### src/design/tra_pkg.sv
// Shared types, constants and controller commands for the texture reflectivity average unit.
package tra_pkg;

	// Default texel limit per texture; the count saturates here.
	localparam int MAX_TEXELS_DEF = 65536;

	// Result precision: unsigned Q1.16, with one integer bit so that one is representable.
	localparam int QW = 17;
	localparam int STEP_W = $clog2(QW);
	localparam logic [STEP_W-1:0] STEP_LAST = STEP_W'(QW - 1);

	// Channel select codes for the shared divider.
	localparam logic [1:0] CH_RED   = 2'd0;
	localparam logic [1:0] CH_GREEN = 2'd1;
	localparam logic [1:0] CH_BLUE  = 2'd2;

	typedef struct packed {
		logic [7:0] red;
		logic [7:0] green;
		logic [7:0] blue;
		logic       last_texel;
	} texel_t;

	typedef struct packed {
		logic [QW-1:0] refl_red;
		logic [QW-1:0] refl_green;
		logic [QW-1:0] refl_blue;
	} result_t;

	typedef struct packed {
		logic       accum;
		logic       capture;
		logic       prep_a;
		logic       prep_b;
		logic       div_load;
		logic       div_step;
		logic [1:0] chan;
		logic       store;
		logic       emit;
	} tra_cmd_t;

	typedef struct packed {
		logic out_free;
	} tra_status_t;

endpackage

### src/design/tra_ctrl.sv
// Controller state machine: accumulation, preparation, the per-channel division sequence and the output hand-off.
module tra_ctrl
	import tra_pkg::*;
(
	input  logic        clk,
	input  logic        arst_n,
	input  logic        texel_valid,
	input  logic        last_texel,
	output logic        texel_stall,
	input  tra_status_t status,
	output tra_cmd_t    cmd
);

	localparam logic [2:0] S_ACC    = 3'd0;
	localparam logic [2:0] S_PREP_A = 3'd1;
	localparam logic [2:0] S_PREP_B = 3'd2;
	localparam logic [2:0] S_LOAD   = 3'd3;
	localparam logic [2:0] S_DIV    = 3'd4;
	localparam logic [2:0] S_EMIT   = 3'd5;

	logic [2:0]        state_q, state_d;
	logic [STEP_W-1:0] step_q, step_d;
	logic [1:0]        chan_q, chan_d;

	always_comb begin
		state_d = state_q;
		step_d = step_q;
		chan_d = chan_q;
		cmd = '0;
		cmd.chan = chan_q;
		texel_stall = 1'b1;
		unique case (state_q)
			S_ACC: begin
				texel_stall = 1'b0;
				if (texel_valid) begin
					cmd.accum = 1'b1;
					if (last_texel) begin
						cmd.capture = 1'b1;
						state_d = S_PREP_A;
					end
				end
			end
			S_PREP_A: begin
				cmd.prep_a = 1'b1;
				state_d = S_PREP_B;
			end
			S_PREP_B: begin
				cmd.prep_b = 1'b1;
				chan_d = CH_RED;
				state_d = S_LOAD;
			end
			S_LOAD: begin
				cmd.div_load = 1'b1;
				step_d = '0;
				state_d = S_DIV;
			end
			S_DIV: begin
				cmd.div_step = 1'b1;
				step_d = step_q + 1'b1;
				if (step_q == STEP_LAST) begin
					cmd.store = 1'b1;
					if (chan_q == CH_BLUE) begin
						state_d = S_EMIT;
					end else begin
						chan_d = chan_q + 1'b1;
						state_d = S_LOAD;
					end
				end
			end
			S_EMIT: begin
				if (status.out_free) begin
					cmd.emit = 1'b1;
					state_d = S_ACC;
				end
			end
			default: begin
				state_d = S_ACC;
			end
		endcase
	end

	always_ff @(posedge clk or negedge arst_n) begin
		if (!arst_n) begin
			state_q <= S_ACC;
			step_q <= '0;
			chan_q <= CH_RED;
		end else begin
			state_q <= state_d;
			step_q <= step_d;
			chan_q <= chan_d;
		end
	end

endmodule

### src/design/tra_dp.sv
// Datapath: channel accumulators, final sums, shared restoring divider and the output register.
module tra_dp
	import tra_pkg::*;
#(
	parameter int MAX_TEXELS = MAX_TEXELS_DEF
) (
	input  logic        clk,
	input  logic        arst_n,
	input  texel_t      texel,
	input  tra_cmd_t    cmd,
	output tra_status_t status,
	output logic        result_valid,
	input  logic        result_stall,
	output result_t     result
);

	localparam int CW = $clog2(MAX_TEXELS + 1);
	localparam int SW = CW + 8;
	localparam int RW = SW + 1;

	logic [SW-1:0] sum_r_q, sum_g_q, sum_b_q;
	logic [CW-1:0] count_q;
	logic [SW-1:0] add_r, add_g, add_b;
	logic [CW-1:0] add_n;
	logic          room;

	logic [SW-1:0] fin_r_q, fin_g_q, fin_b_q;
	logic [CW-1:0] fin_n_q;
	logic [SW-1:0] smax_q, den_q;
	logic [SW-1:0] max_rg;
	logic          dim_q, zero_q;

	logic [RW-1:0] rem_q, shifted, rem_next;
	logic [SW-1:0] dvs_q;
	logic [QW-1:0] quo_q, quo_next;
	logic          first_q, ge;
	logic [SW-1:0] num_sel;

	logic [QW-1:0] res_r_q, res_g_q, res_b_q;
	logic          out_valid_q;
	result_t       out_q;

	// Texels past the limit are dropped and the count holds.
	assign room = count_q < CW'(MAX_TEXELS);
	assign add_r = room ? sum_r_q + {{(SW-8){1'b0}}, texel.red} : sum_r_q;
	assign add_g = room ? sum_g_q + {{(SW-8){1'b0}}, texel.green} : sum_g_q;
	assign add_b = room ? sum_b_q + {{(SW-8){1'b0}}, texel.blue} : sum_b_q;
	assign add_n = room ? count_q + 1'b1 : count_q;

	always_ff @(posedge clk or negedge arst_n) begin
		if (!arst_n) begin
			sum_r_q <= '0;
			sum_g_q <= '0;
			sum_b_q <= '0;
			count_q <= '0;
		end else if (cmd.accum) begin
			if (cmd.capture) begin
				sum_r_q <= '0;
				sum_g_q <= '0;
				sum_b_q <= '0;
				count_q <= '0;
			end else begin
				sum_r_q <= add_r;
				sum_g_q <= add_g;
				sum_b_q <= add_b;
				count_q <= add_n;
			end
		end
	end

	assign max_rg = (fin_g_q > fin_r_q) ? fin_g_q : fin_r_q;

	always_ff @(posedge clk) begin
		if (cmd.capture) begin
			fin_r_q <= add_r;
			fin_g_q <= add_g;
			fin_b_q <= add_b;
			fin_n_q <= add_n;
		end
		if (cmd.prep_a) begin
			smax_q <= (fin_b_q > max_rg) ? fin_b_q : max_rg;
			// 255 * n as a shift and a subtract.
			den_q <= {fin_n_q, 8'd0} - {8'd0, fin_n_q};
		end
		if (cmd.prep_b) begin
			dim_q <= {smax_q, 1'b0} < {1'b0, den_q};
			zero_q <= (smax_q == '0) || (fin_n_q == '0);
		end
	end

	always_comb begin
		case (cmd.chan)
			CH_RED:   num_sel = fin_r_q;
			CH_GREEN: num_sel = fin_g_q;
			default:  num_sel = fin_b_q;
		endcase
	end

	// One quotient bit per cycle; the first step takes the integer bit without a shift.
	// The numerator never reaches twice the divisor, so the remainder stays below the divisor.
	assign shifted = first_q ? rem_q : {rem_q[RW-2:0], 1'b0};
	assign ge = shifted >= {1'b0, dvs_q};
	assign rem_next = ge ? shifted - {1'b0, dvs_q} : shifted;
	assign quo_next = {quo_q[QW-2:0], ge};

	always_ff @(posedge clk) begin
		if (cmd.div_load) begin
			rem_q <= dim_q ? {num_sel, 1'b0} : {1'b0, num_sel};
			dvs_q <= dim_q ? den_q : smax_q;
			quo_q <= '0;
			first_q <= 1'b1;
		end else if (cmd.div_step) begin
			rem_q <= rem_next;
			quo_q <= quo_next;
			first_q <= 1'b0;
		end
		if (cmd.store) begin
			case (cmd.chan)
				CH_RED:   res_r_q <= zero_q ? '0 : quo_next;
				CH_GREEN: res_g_q <= zero_q ? '0 : quo_next;
				default:  res_b_q <= zero_q ? '0 : quo_next;
			endcase
		end
	end

	assign status.out_free = !out_valid_q || !result_stall;

	always_ff @(posedge clk or negedge arst_n) begin
		if (!arst_n) begin
			out_valid_q <= 1'b0;
		end else if (cmd.emit) begin
			out_valid_q <= 1'b1;
		end else if (!result_stall) begin
			out_valid_q <= 1'b0;
		end
	end

	always_ff @(posedge clk) begin
		if (cmd.emit) begin
			out_q.refl_red <= res_r_q;
			out_q.refl_green <= res_g_q;
			out_q.refl_blue <= res_b_q;
		end
	end

	assign result_valid = out_valid_q;
	assign result = out_q;

endmodule

### src/design/texture_reflectivity_average_unit.sv
// Top level of the texture reflectivity average unit: controller plus datapath.
//
//   Channel  Payload   Handshake                   Direction
//   texel    texel_t   texel_valid / texel_stall   into the unit
//   result   result_t  result_valid / result_stall out of the unit
//
// Texels without the last mark are accepted back to back while the unit accumulates.
// After a last texel the input stalls through the preparation states PREP_A and PREP_B,
// then the one shared restoring divider loads and runs for each of the three channels,
// then the output register is loaded once any prior result is no longer stalled.
// The output register lets the next texture accumulate while a result waits.
// Reset clears the sums, the count, the control state and the output valid flag.
module texture_reflectivity_average_unit
	import tra_pkg::*;
#(
	parameter int MAX_TEXELS = MAX_TEXELS_DEF
) (
	input  logic    clk,
	input  logic    arst_n,
	input  logic    texel_valid,
	output logic    texel_stall,
	input  texel_t  texel,
	output logic    result_valid,
	input  logic    result_stall,
	output result_t result
);

	tra_cmd_t    cmd;
	tra_status_t status;

	tra_ctrl u_ctrl (
		.clk         (clk),
		.arst_n      (arst_n),
		.texel_valid (texel_valid),
		.last_texel  (texel.last_texel),
		.texel_stall (texel_stall),
		.status      (status),
		.cmd         (cmd)
	);

	tra_dp #(
		.MAX_TEXELS (MAX_TEXELS)
	) u_dp (
		.clk          (clk),
		.arst_n       (arst_n),
		.texel        (texel),
		.cmd          (cmd),
		.status       (status),
		.result_valid (result_valid),
		.result_stall (result_stall),
		.result       (result)
	);

endmodule
### config.mk
export PLATFORM = sky130hd
export DESIGN_NAME = texture_reflectivity_average_unit
export DESIGN_NICKNAME = d
export VERILOG_FILES = /design/src/design/tra_pkg.sv /design/src/design/tra_ctrl.sv /design/src/design/tra_dp.sv /design/src/design/texture_reflectivity_average_unit.sv
export SDC_FILE = /design/constraint.sdc
export NUM_CORES = 1
export LEC_CHECK = 0
export ABC_AREA = 1
export BUFFER_PORTS_ARGS = -buffer_cell sky130_fd_sc_hd__buf_2
export CAP_MARGIN = 20
export CORE_MARGIN = 4
export CORE_UTILIZATION = 48
export DETAILED_ROUTE_END_ITERATION = 8
export GPL_ROUTABILITY_DRIVEN = 0
export SETUP_SLACK_MARGIN = 0.4
export SLEW_MARGIN = 15
export SYNTH_ARGS = -nofsm -noshare
export SYNTH_HDL_FRONTEND = slang
export SYNTH_SLANG_ARGS = --single-unit
export TNS_END_PERCENT = 50
### constraint.sdc
create_clock -name clk -period 10.3 [get_ports clk]
set_clock_uncertainty 0.05 [all_clocks]
set_input_delay 1.545 -clock clk [delete_from_list [all_inputs] [get_ports clk]]
set_output_delay 1.545 -clock clk [all_outputs]
set_load 0.05 [all_outputs]
==> results of run 1 <==
-- through the flow --
stage          setup slack [ns]  hold WS [ns]  instance area, sq um
2_1_floorplan             4.299        0.3503                 24410
3_3_place_gp              5.558        0.3537                 25420
3_5_place_dp              5.343        0.3545                 25420
4_1_cts                   5.323        0.3695                 27050
5_1_grt                   4.778        0.3752                 27050
6_report                  5.214        0.3674                 27050
-- report_power, final --
group	switching, W	internal (W)	total, W
combinational	0.00234	0.00106	0.00340
clock	0.000681	0.00108	0.00176
sequential	0.000270	0.00238	0.00265
total	0.00329	0.00453	0.00781
-- layer usage --
layer	track usage	share of wire	up-vias
met1	0.3086	0.45	9278
met3	0.02951	0.048	136
met4	0.07538	0.034	0
li1	-	-	9699
met5	0	0	-
met2	0.3640	0.47	533
-- sequential cells by signal, indices dropped and copies added (netlist names), 25 cells and up --
signal        cells
u_dp.fin_b_q     25
u_dp.sum_b_q     25
u_dp.sum_g_q     25
u_dp.result      51
u_dp.fin_r_q     25
u_dp.smax_q      25
u_dp.dvs_q       25
u_dp.den_q       25
u_dp.fin_g_q     25
u_dp.sum_r_q     25
u_dp.rem_q       26
-- placed cells by master, fill, tap and decap left out, types with 45 or more instances in the layout --
| master | instances |
|---|---|
| nor2_1 | 148 |
| dfrtp_1 | 103 |
| a21oi_1 | 98 |
| nand3_1 | 225 |
| xor2_1 | 49 |
| inv_1 | 454 |
| edfxtp_1 | 297 |
| clkbuf_16 | 45 |
| o21ai_0 | 164 |
| nand2_1 | 775 |
| buf_2 | 80 |
| o22ai_1 | 70 |
| ha_1 | 139 |
-- cell families after synthesis --
logic type / Yosys count / synth area share
AND/OR/NAND/NOR: 1330 / 0.2402
buffers and inverters: 541 / 0.08774
XOR/XNOR: 67 / 0.02404
adder cells (fa/ha/maj): 143 / 0.07452
AO/OA/AOI/OAI: 387 / 0.08871
flip-flops: 417 / 0.4848
-- area by class of cell --
cell class	instances	area [sq um]
clock buffer	55	1184
clock inverter	28	450.4
fill	4588	23120
tap	672	840.8
multi-input combinational	1927	10470
sequential	417	11840
timing repair buffer	94	505.5
inverter	469	1763
-- worst min path at each step --
stage / from / end / depth (start not counted)
after global routing: u_dp.res_r_q[15] / u_dp.result[49] / 0
after floorplan: u_dp.res_b_q[0] / u_dp.result[0] / 0
after CTS: u_dp.res_r_q[13] / u_dp.result[47] / 0
after global placement: u_dp.res_b_q[8] / u_dp.result[8] / 0
after detailed placement: u_dp.res_g_q[1] / u_dp.result[18] / 0
final: u_dp.res_g_q[15] / u_dp.result[32] / 0
==> results.yml, run 1 <==
status:
  outcome: "finished, final reports clean"
setup_path:
  critPathMaxFanout: 25
  timing.rr.end: "u_dp.smax_q[20]"
  crit_buf_inv: 2
  worstSetupPathType: "reg -> reg"
  critical_path_required_ns: 10.58
  r2r_cells: 21
  ff2ff_setup_slack_ns: 5.21
  cp_data_arrival_time_ns: 5.37
  end_kind: "flip-flop"
  path_depth: 21
  cp-endpoint: "u_dp.smax_q[20]"
  crit_family: "simple AND/OR/NAND/NOR gates"
  cpMostUsedCell: "nand2_1"
  reg2reg_from: "u_dp.fin_r_q[24]"
  cp-startpoint: "u_dp.fin_r_q[24]"
  setup.worst_path.start_class: "flip-flop"
  crit_chain: "inv_1, ha_1, nand2_1, nor2_1, nand2_1, nor2_1, nand4_2, nand2_2, nand2_1, nand2_1, ha_1, a21oi_1, o21ai_0, nand2_1, nand3_1, nand2_1, nand3_1, nand2_2, inv_1, nand2_1, nand2_1"
  slowest_delay_ns: 0.68
  cp_slowest_cell: "nand2_2"
yosys:
  ys_types: 56
  synth-edff-count: 297
  synth-seq-area-share: 0.4848
  syn_nets: 3057
  syn_area_per_cell_sq_um: 8.462
  synth_top_cell_area_share: 0.3653
  async_flop_share: 0.2470
  netlist_instances: 2885
  yosysMostFrequentCell: "nand2_1"
  synthTopCellsByCount: "nand2_1 (776), inv_1 (454), edfxtp_1 (297)"
  syn_area_sq_um: 24410
  synth-seq-cells: 417
  yosysTopAreaCell: "edfxtp_1"
  yosysWarnings: 0
  synth-main-ff-cell: "edfxtp_1"
  synthTopCellsByArea: "edfxtp_1 (37%), nand2_1 (12%), dfrtp_1 (11%)"
finish:
  syn2layout_area_growth_pct: 10.81
  layout-drive-gt1-share: 0.08629
  nets: 3126
  diodes: 0
  fin_util: 0.5392
  instances_no_fill: 3662
clock_tree:
  htreeDepth: 2
  ctsLongestPathBuffers: 3
  postCtsSetupRepairBufs: 0
  postCtsHoldBufs: 0
  cts_buffers: 45
  cts_resized: 0
  root_buffer: "clkbuf_16"
  cts.sinks: 417
  clkTransAtPathRegs_ns: 0.06
  clkLatencyLatePin_ns: 0.59
  cts_tree: "built"
floorplanning:
  fp.dieW_um: 233.5
  initial_utilization: 0.4866
  die_h_um: 233.5
  rows: 82
  ioPinCount: 82
  die_area_sq_um: 54530
  core_region_area_sq_um: 50170
sta:
  slew_headroom: 0.2927
  fmax_mhz: 196.6
  setup_viol: 0
  worstMarginPinSlew_ns: 1.057
  hold_viol: 0
  tns_ns: 0
  period_needed_ns: 5.086
  period_share: 0.4938
  grt_setup_unrepaired: "false"
  final-max-slew-violation-count: 0
drt:
  vias: 19650
  dr.pass1.iters: 6
  ant_nets: 0
  wl_um: 61480
  drc: 0
  dr.first_iter.drc_count: 1401
  avgRoutedWirePerCell_um: 16.79
  vias_per_cell: 5.365
global_route:
  grt_pass1_wl_um: 97500
  grt_pass1_vias: 18560
  grt_overflow: 0
  track_usage: 0.2232
  grt_max_degree: 69
  antenna_found_initial: 0
placement:
  io_buffers: 81
  place_inst: 3579
  place_hpwl_um: 46510
job:
  drv_cap: 0
power_and_ir_drop:
  power.total_w: 0.007813
  power_leakage_nw: 12.41
  ir_drop_v: 0.0001584
  power_density_nw_per_um2: 288.8
worst_hold_path:
  holdCritPathClass: "reg -> reg"
(Power assumes the default switching activity.)
==> inputs of run 2 (changes only) <==
--- a/config.mk
+++ b/config.mk
@@ -5,7 +5,7 @@
 export SDC_FILE = /design/constraint.sdc
 export NUM_CORES = 1
 export LEC_CHECK = 0
-export ABC_AREA = 1
+export ABC_AREA = 0
 export BUFFER_PORTS_ARGS = -buffer_cell sky130_fd_sc_hd__buf_2
 export CAP_MARGIN = 20
 export CORE_MARGIN = 4
==> constraint.sdc (replaced) <==
create_clock -name clk -period 4.8 [get_ports clk]
set_clock_uncertainty 0.05 [all_clocks]
set_input_delay 0.72 -clock clk [delete_from_list [all_inputs] [get_ports clk]]
set_output_delay 0.72 -clock clk [all_outputs]
set_load 0.05 [all_outputs]
==> run 2 against run 1 <==
Against the previous run:
- wire length is 12% lower
- die area is 6.0% lower
- critical path depth is 2 lower
- flip-flop and latch count stayed put
- critical path type unchanged
- largest power group unchanged
==> results.yml, run 2 <==
status:
  outcome: "finished, final reports clean"
drt:
  dr.pass1.iters: 5
  avgRoutedWirePerCell_um: 19.23
  vias: 16030
  drc: 0
  vias_per_cell: 5.707
  ant_nets: 0
  dr.first_iter.drc_count: 1076
  wl_um: 54030
power_and_ir_drop:
  ir_drop_v: 0.0004578
  power_leakage_nw: 10.46
  power.total_w: 0.01510
  power_density_nw_per_um2: 587.7
finish:
  instances_no_fill: 2809
  largest_register_ffs: 51
  nets: 2337
  mostFrequentLayoutCell: "edfxtp_1"
  syn2layout_area_growth_pct: 12.24
  layout-drive-gt1-share: 0.1349
  nFillCells: 4028
  register_area_sq_um: 11840
  final_cell_mix: "edfxtp_1 (297), nand2_1 (166), a21oi_1 (154), inv_1 (141), ha_1 (138)"
  multiInputGateArea_sq_um: 10240
  diodes: 0
setup_path:
  critPathMaxFanout: 14
  setup.worst_path.start_class: "flip-flop"
  end_kind: "flip-flop"
  cp_slowest_cell: "edfxtp_1"
  critical_path_required_ns: 5.08
  worstSetupPathType: "reg -> reg"
  crit_chain: "inv_1, ha_1, a21o_1, a21o_1, a211oi_2, o21ai_2, a211o_1, buf_4, a21oi_2, a21oi_2, ha_1, a21o_1, a21o_1, a221oi_2, o211ai_1, nand2_1, nand3_2, nand2_4, mux2_4"
  cpMostUsedCell: "a21o_1"
  slowest_delay_ns: 0.40
  cp_data_arrival_time_ns: 4.56
yosys:
  synth-seq-cells: 417
  yosysWarnings: 0
  async_flop_share: 0.2470
  synth-main-ff-cell: "edfxtp_1"
  netlist_instances: 2087
  synthTopCellsByCount: "edfxtp_1 (297), nand2_1 (168), a21oi_1 (158)"
  ys_types: 71
  synth-edff-count: 297
  syn_area_sq_um: 22890
  syn_area_per_cell_sq_um: 10.97
  yosysTopAreaCell: "edfxtp_1"
  synth_top_cell_area_share: 0.3896
  synthTopCellsByArea: "edfxtp_1 (39%), dfrtp_1 (11%), ha_1 (7.6%)"
  syn_nets: 2259
  yosysMostFrequentCell: "edfxtp_1"
  synth-seq-area-share: 0.5170
clock_tree:
  root_buffer: "clkbuf_16"
  ctsLongestPathBuffers: 3
  cts_buffers: 45
  clkLatencyLatePin_ns: 0.59
  cts_tree: "built"
  clkTransAtPathRegs_ns: 0.06
  cts.sinks: 417
  htreeDepth: 2
  postCtsHoldBufs: 0
sta:
  worstMarginPinSlew_ns: 0.9384
  holdWs_ns: 0.1091
  fmax_mhz: 233.8
  slew_headroom: 0.3744
  setup_viol: 0
  period_share: 0.8911
  final-max-slew-violation-count: 0
  hold_viol: 0
  period_needed_ns: 4.277
  grt_setup_unrepaired: "false"
  tns_ns: 0
global_route:
  met3_usage: 0.02874
  track_usage: 0.2105
  grt_max_degree: 94
  antenna_found_initial: 0
  grt_pass1_wl_um: 86160
  gr-usage-met2: 0.3457
  busiest_layer: "met2"
  grt_overflow: 0
  grt_pass1_vias: 15650
  grt_use_met1: 0.2943
floorplanning:
  die_area_sq_um: 51250
  core_region_area_sq_um: 46850
  fp.dieW_um: 226.4
  die_h_um: 226.4
  initial_utilization: 0.4886
  ioPinCount: 82
  rows: 79
job:
  drv_cap: 0
placement:
  place_inst: 2720
  place_hpwl_um: 39790
  io_buffers: 81
worst_hold_path:
  holdCritPathClass: "in -> async"
==> run 2: cell types whose count changed after synthesis, sizes merged, moves of 57 or more <==
cell   previous run  this run
a21oi           101       158
inv             466       142
mux2              0        65
nand2           790       168
nand3           231        51
nor2            163        87
o22ai            71         3
xnor2            18        87
==> run 2: repair_timing <==
item / CTS / global route
gates cloned: 0 / 1
setup buffers: 0 / 3
setup endpoints to repair: 15 / 25
pin swaps: 0 / 8
resized for setup: 5 / 17
==> run 2: final cells by class <==
class / count / share of cell area
flip-flops and latches: 417 / 0.4606
multi-input cells: 1435 / 0.3986
clock buffers: 64 / 0.05020
repair buffers: 122 / 0.03073
well taps: 607 / 0.02956
inverters: 144 / 0.02104
clock inverters: 20 / 0.009203
==> run 2: final timing paths <==
check	from	endpoint	slack, ns	cells past startpoint
hold reg to reg	u_dp.res_b_q[11]	u_dp.result[11]	0.37	0
setup / recovery	u_dp.fin_r_q[2]	u_dp.smax_q[0]	0.52	19
setup reg to reg	u_dp.fin_r_q[2]	u_dp.smax_q[0]	0.52	19
min in group clk	result_stall	u_dp.result_valid	0.36	3
max in group asynchronous	arst_n	u_dp.sum_b_q[23]	3.56	2
hold / removal	arst_n	u_dp.sum_b_q[0]	0.11	1
==> run 2: worst max-delay path: cells and delay by family, from the launching register on <==
family                   cells  cell delay [ns]
AO/OA/AOI/OAI               11             1.99
multiplexers                 1             0.31
adder cells (fa/ha/maj)      2             0.55
flip-flops                   1             0.40
buffers and inverters        2             0.30
AND/OR/NAND/NOR              3             0.41
==> run 2: cell families (layout without fill, tap and decap cells) <==
family	count (synthesis)	count (layout)	synth area share
buffers and inverters	235	350	0.04022
and+or+nand+nor	493	493	0.1046
DFF	417	417	0.5170
muxes	110	110	0.05198
AOI/OAI and AO/OA	567	567	0.1601
xor gates and xnor gates	122	122	0.04667
adders and majority gates	143	143	0.07947
==> run 2: through the flow <==
stage / util / worst slack (ns) / instance area (sq um)
3_3_place_gp: 0.5126 / 0.3784 / 24010
5_1_grt: 0.5484 / 0.3474 / 25700
6_report: 0.5484 / 0.5225 / 25700
3_5_place_dp: 0.5126 / 0.3378 / 24010
2_1_floorplan: - / 0.5061 / 22900
4_1_cts: 0.5456 / 0.4233 / 25560
==> run 2: metal layers <==
layer | wire length [um] | vias up
met1 | 25090 | 7764
met5 | 0 | -
li1 | - | 7860
met4 | 1559 | 0
met3 | 2112 | 79
met2 | 25260 | 328
==> run 2: report_power, final <==
| group | switching (W) | internal, W |
|---|---|---|
| combinational | 0.00369 | 0.00257 |
| sequential | 0.000476 | 0.00486 |
| clock | 0.00145 | 0.00206 |
| total | 0.00562 | 0.00948 |
==> inputs of run 3 (changes only) <==
--- a/config.mk
+++ b/config.mk
@@ -12,6 +12,7 @@
 export CORE_UTILIZATION = 48
 export DETAILED_ROUTE_END_ITERATION = 8
 export GPL_ROUTABILITY_DRIVEN = 0
+export REMOVE_ABC_BUFFERS = 1
 export SETUP_SLACK_MARGIN = 0.4
 export SLEW_MARGIN = 15
 export SYNTH_ARGS = -nofsm -noshare
==> run 3 against run 2 <==
Against the previous run:
- power is 1.7% higher
- clock-buffer cell count is 11 lower
- combinational power is 0.8% higher
- critical path depth is 1 lower
- highest routed layer unchanged
- wire length is 2.5% higher
==> results.yml, run 3 (synthesis results as in run 2) <==
setup_path:
  critical_path_required_ns: 5.09
  crit_buf_inv: 2
  r2r_cells: 18
  crit_chain: "inv_1, ha_1, a21o_1, a21o_1, a211oi_2, o21ai_2, a211o_4, buf_12, a21oi_1, a21oi_1, ha_1, or4_1, a221oi_1, o21ai_1, o211ai_1, nand3_2, nand2_4, mux2_4"
  cp_data_arrival_time_ns: 4.58
  path_depth: 18
  crit_family: "compound AO/OA/AOI/OAI gates"
  end_kind: "flip-flop"
  worstSetupPathType: "reg -> reg"
  critPathMaxFanout: 13
  setup.worst_path.start_class: "flip-flop"
  slowest_delay_ns: 0.51
  cp_slowest_cell: "or4_1"
drt:
  dr.pass1.iters: 5
  drc: 0
  vias: 16130
  dr.first_iter.drc_count: 997
  avgRoutedWirePerCell_um: 19.69
  ant_nets: 0
  wl_um: 55380
  vias_per_cell: 5.734
power_and_ir_drop:
  power_density_nw_per_um2: 593.9
  power.share.switching: 0.3707
  switching_power_w: 0.005692
  power_frac_clock: 0.244
  power.total_w: 0.01535
  power.internal_w: 0.009661
  power_frac_seq: 0.346
  combPwrFrac: 0.411
  ir_drop_v: 0.0002932
  power_leakage_nw: 10.51
global_route:
  grt_pass1_vias: 15990
  grt_pass1_wl_um: 87700
  grt_overflow: 0
  grt_max_degree: 75
  antenna_found_initial: 0
  track_usage: 0.2156
sta:
  period_share: 0.8940
  period_needed_ns: 4.291
  tns_ns: 0
  holdWs_ns: 0.1733
  final-max-slew-violation-count: 0
  setup_viol: 0
  grt_setup_unrepaired: "false"
  slew_headroom: 0.3697
  worstMarginPinSlew_ns: 0.9454
  hold_viol: 0
  fmax_mhz: 233.0
finish:
  nets: 2340
  largest_register_ffs: 51
  final_area_sq_um: 25850
  syn2layout_area_growth_pct: 12.91
  nFillCells: 4071
  mostFrequentLayoutCell: "edfxtp_1"
  diodes: 0
  multiInputGateArea_sq_um: 10260
  instances_no_fill: 2813
  register_area_sq_um: 11840
  layout-drive-gt1-share: 0.1374
  final_cell_mix: "edfxtp_1 (297), nand2_1 (166), a21oi_1 (154), inv_1 (141), ha_1 (139)"
placement:
  place_inst: 2718
  io_buffers: 81
  place_hpwl_um: 39890
  place_area_sq_um: 24010
floorplanning:
  core_region_area_sq_um: 46850
  die_area_sq_um: 51250
  initial_utilization: 0.4886
  ioPinCount: 82
  rows: 79
  fp.dieW_um: 226.4
  die_h_um: 226.4
clock_tree:
  htreeDepth: 2
  cts_buffers: 46
  clkLatencyLatePin_ns: 0.59
  cts_tree: "built"
  root_buffer: "clkbuf_16"
  cts.sinks: 417
  postCtsHoldBufs: 0
  ctsLongestPathBuffers: 3
  clkTransAtPathRegs_ns: 0.07
job:
  drv_cap: 0
worst_hold_path:
  holdCritPathClass: "in -> async"
status:
  outcome: "finished, final reports clean"
==> run 3: metal layers <==
metal  part of all wire  GRT usage  vias to the layer above  wire [um]
li1                   -          -                     7857          -
met5                  0          0                        -          0
met3              0.044    0.02926                      124       2464
met4              0.050     0.1023                        0       2767
met1               0.45     0.2917                     7745      24650
met2               0.46     0.3465                      405      25500
==> run 3: through the flow <==
step | util | worst slack (ns)
after detailed placement | 0.5124 | 0.1998
after floorplan | - | -0.07687
final | 0.5517 | 0.5088
after global placement | 0.5118 | 0.2757
after CTS | 0.5472 | 0.4255
after global routing | 0.5517 | 0.3820
==> run 3: final timing paths <==
kind / start / end / slack, ns
setup / recovery: u_dp.fin_r_q[2] / u_dp.smax_q[0] / 0.51
hold / removal: arst_n / u_dp.sum_g_q[20] / 0.17
setup reg to reg: u_dp.fin_r_q[2] / u_dp.smax_q[0] / 0.51
hold reg to reg: u_dp.res_r_q[0] / u_dp.result[34] / 0.36
max in group asynchronous: arst_n / u_ctrl.step_q[2] / 3.59
min in group clk: u_dp.res_r_q[0] / u_dp.result[34] / 0.36
==> run 3: power by group through the flow <==
stage	clock, W	sequential, W	combinational, W
final	0.00374	0.00531	0.00631
after global placement	0	0.00536	0.00599
after floorplan	0	0.00541	0.00443
after detailed placement	0	0.00538	0.00611
after CTS	0.00382	0.00531	0.00617
after global routing	0.00399	0.00538	0.00704
==> run 3: layout make-up <==
class | instances | share of cell area
repair buffers | 123 | 0.03277
inverters | 144 | 0.02091
clock inverters | 33 | 0.01621
well taps | 607 | 0.02938
clock buffers | 53 | 0.04593
multi-input cells | 1436 | 0.3969
flip-flops and latches | 417 | 0.4579
==> run 3: what timing repair did <==
item,in CTS,in global routing
setup buffers,0,5
hold endpoints to repair,0,0
gates resized for setup,5,21
gates cloned,0,3
endpoints found under the setup margin,23,28
pin swaps,1,5
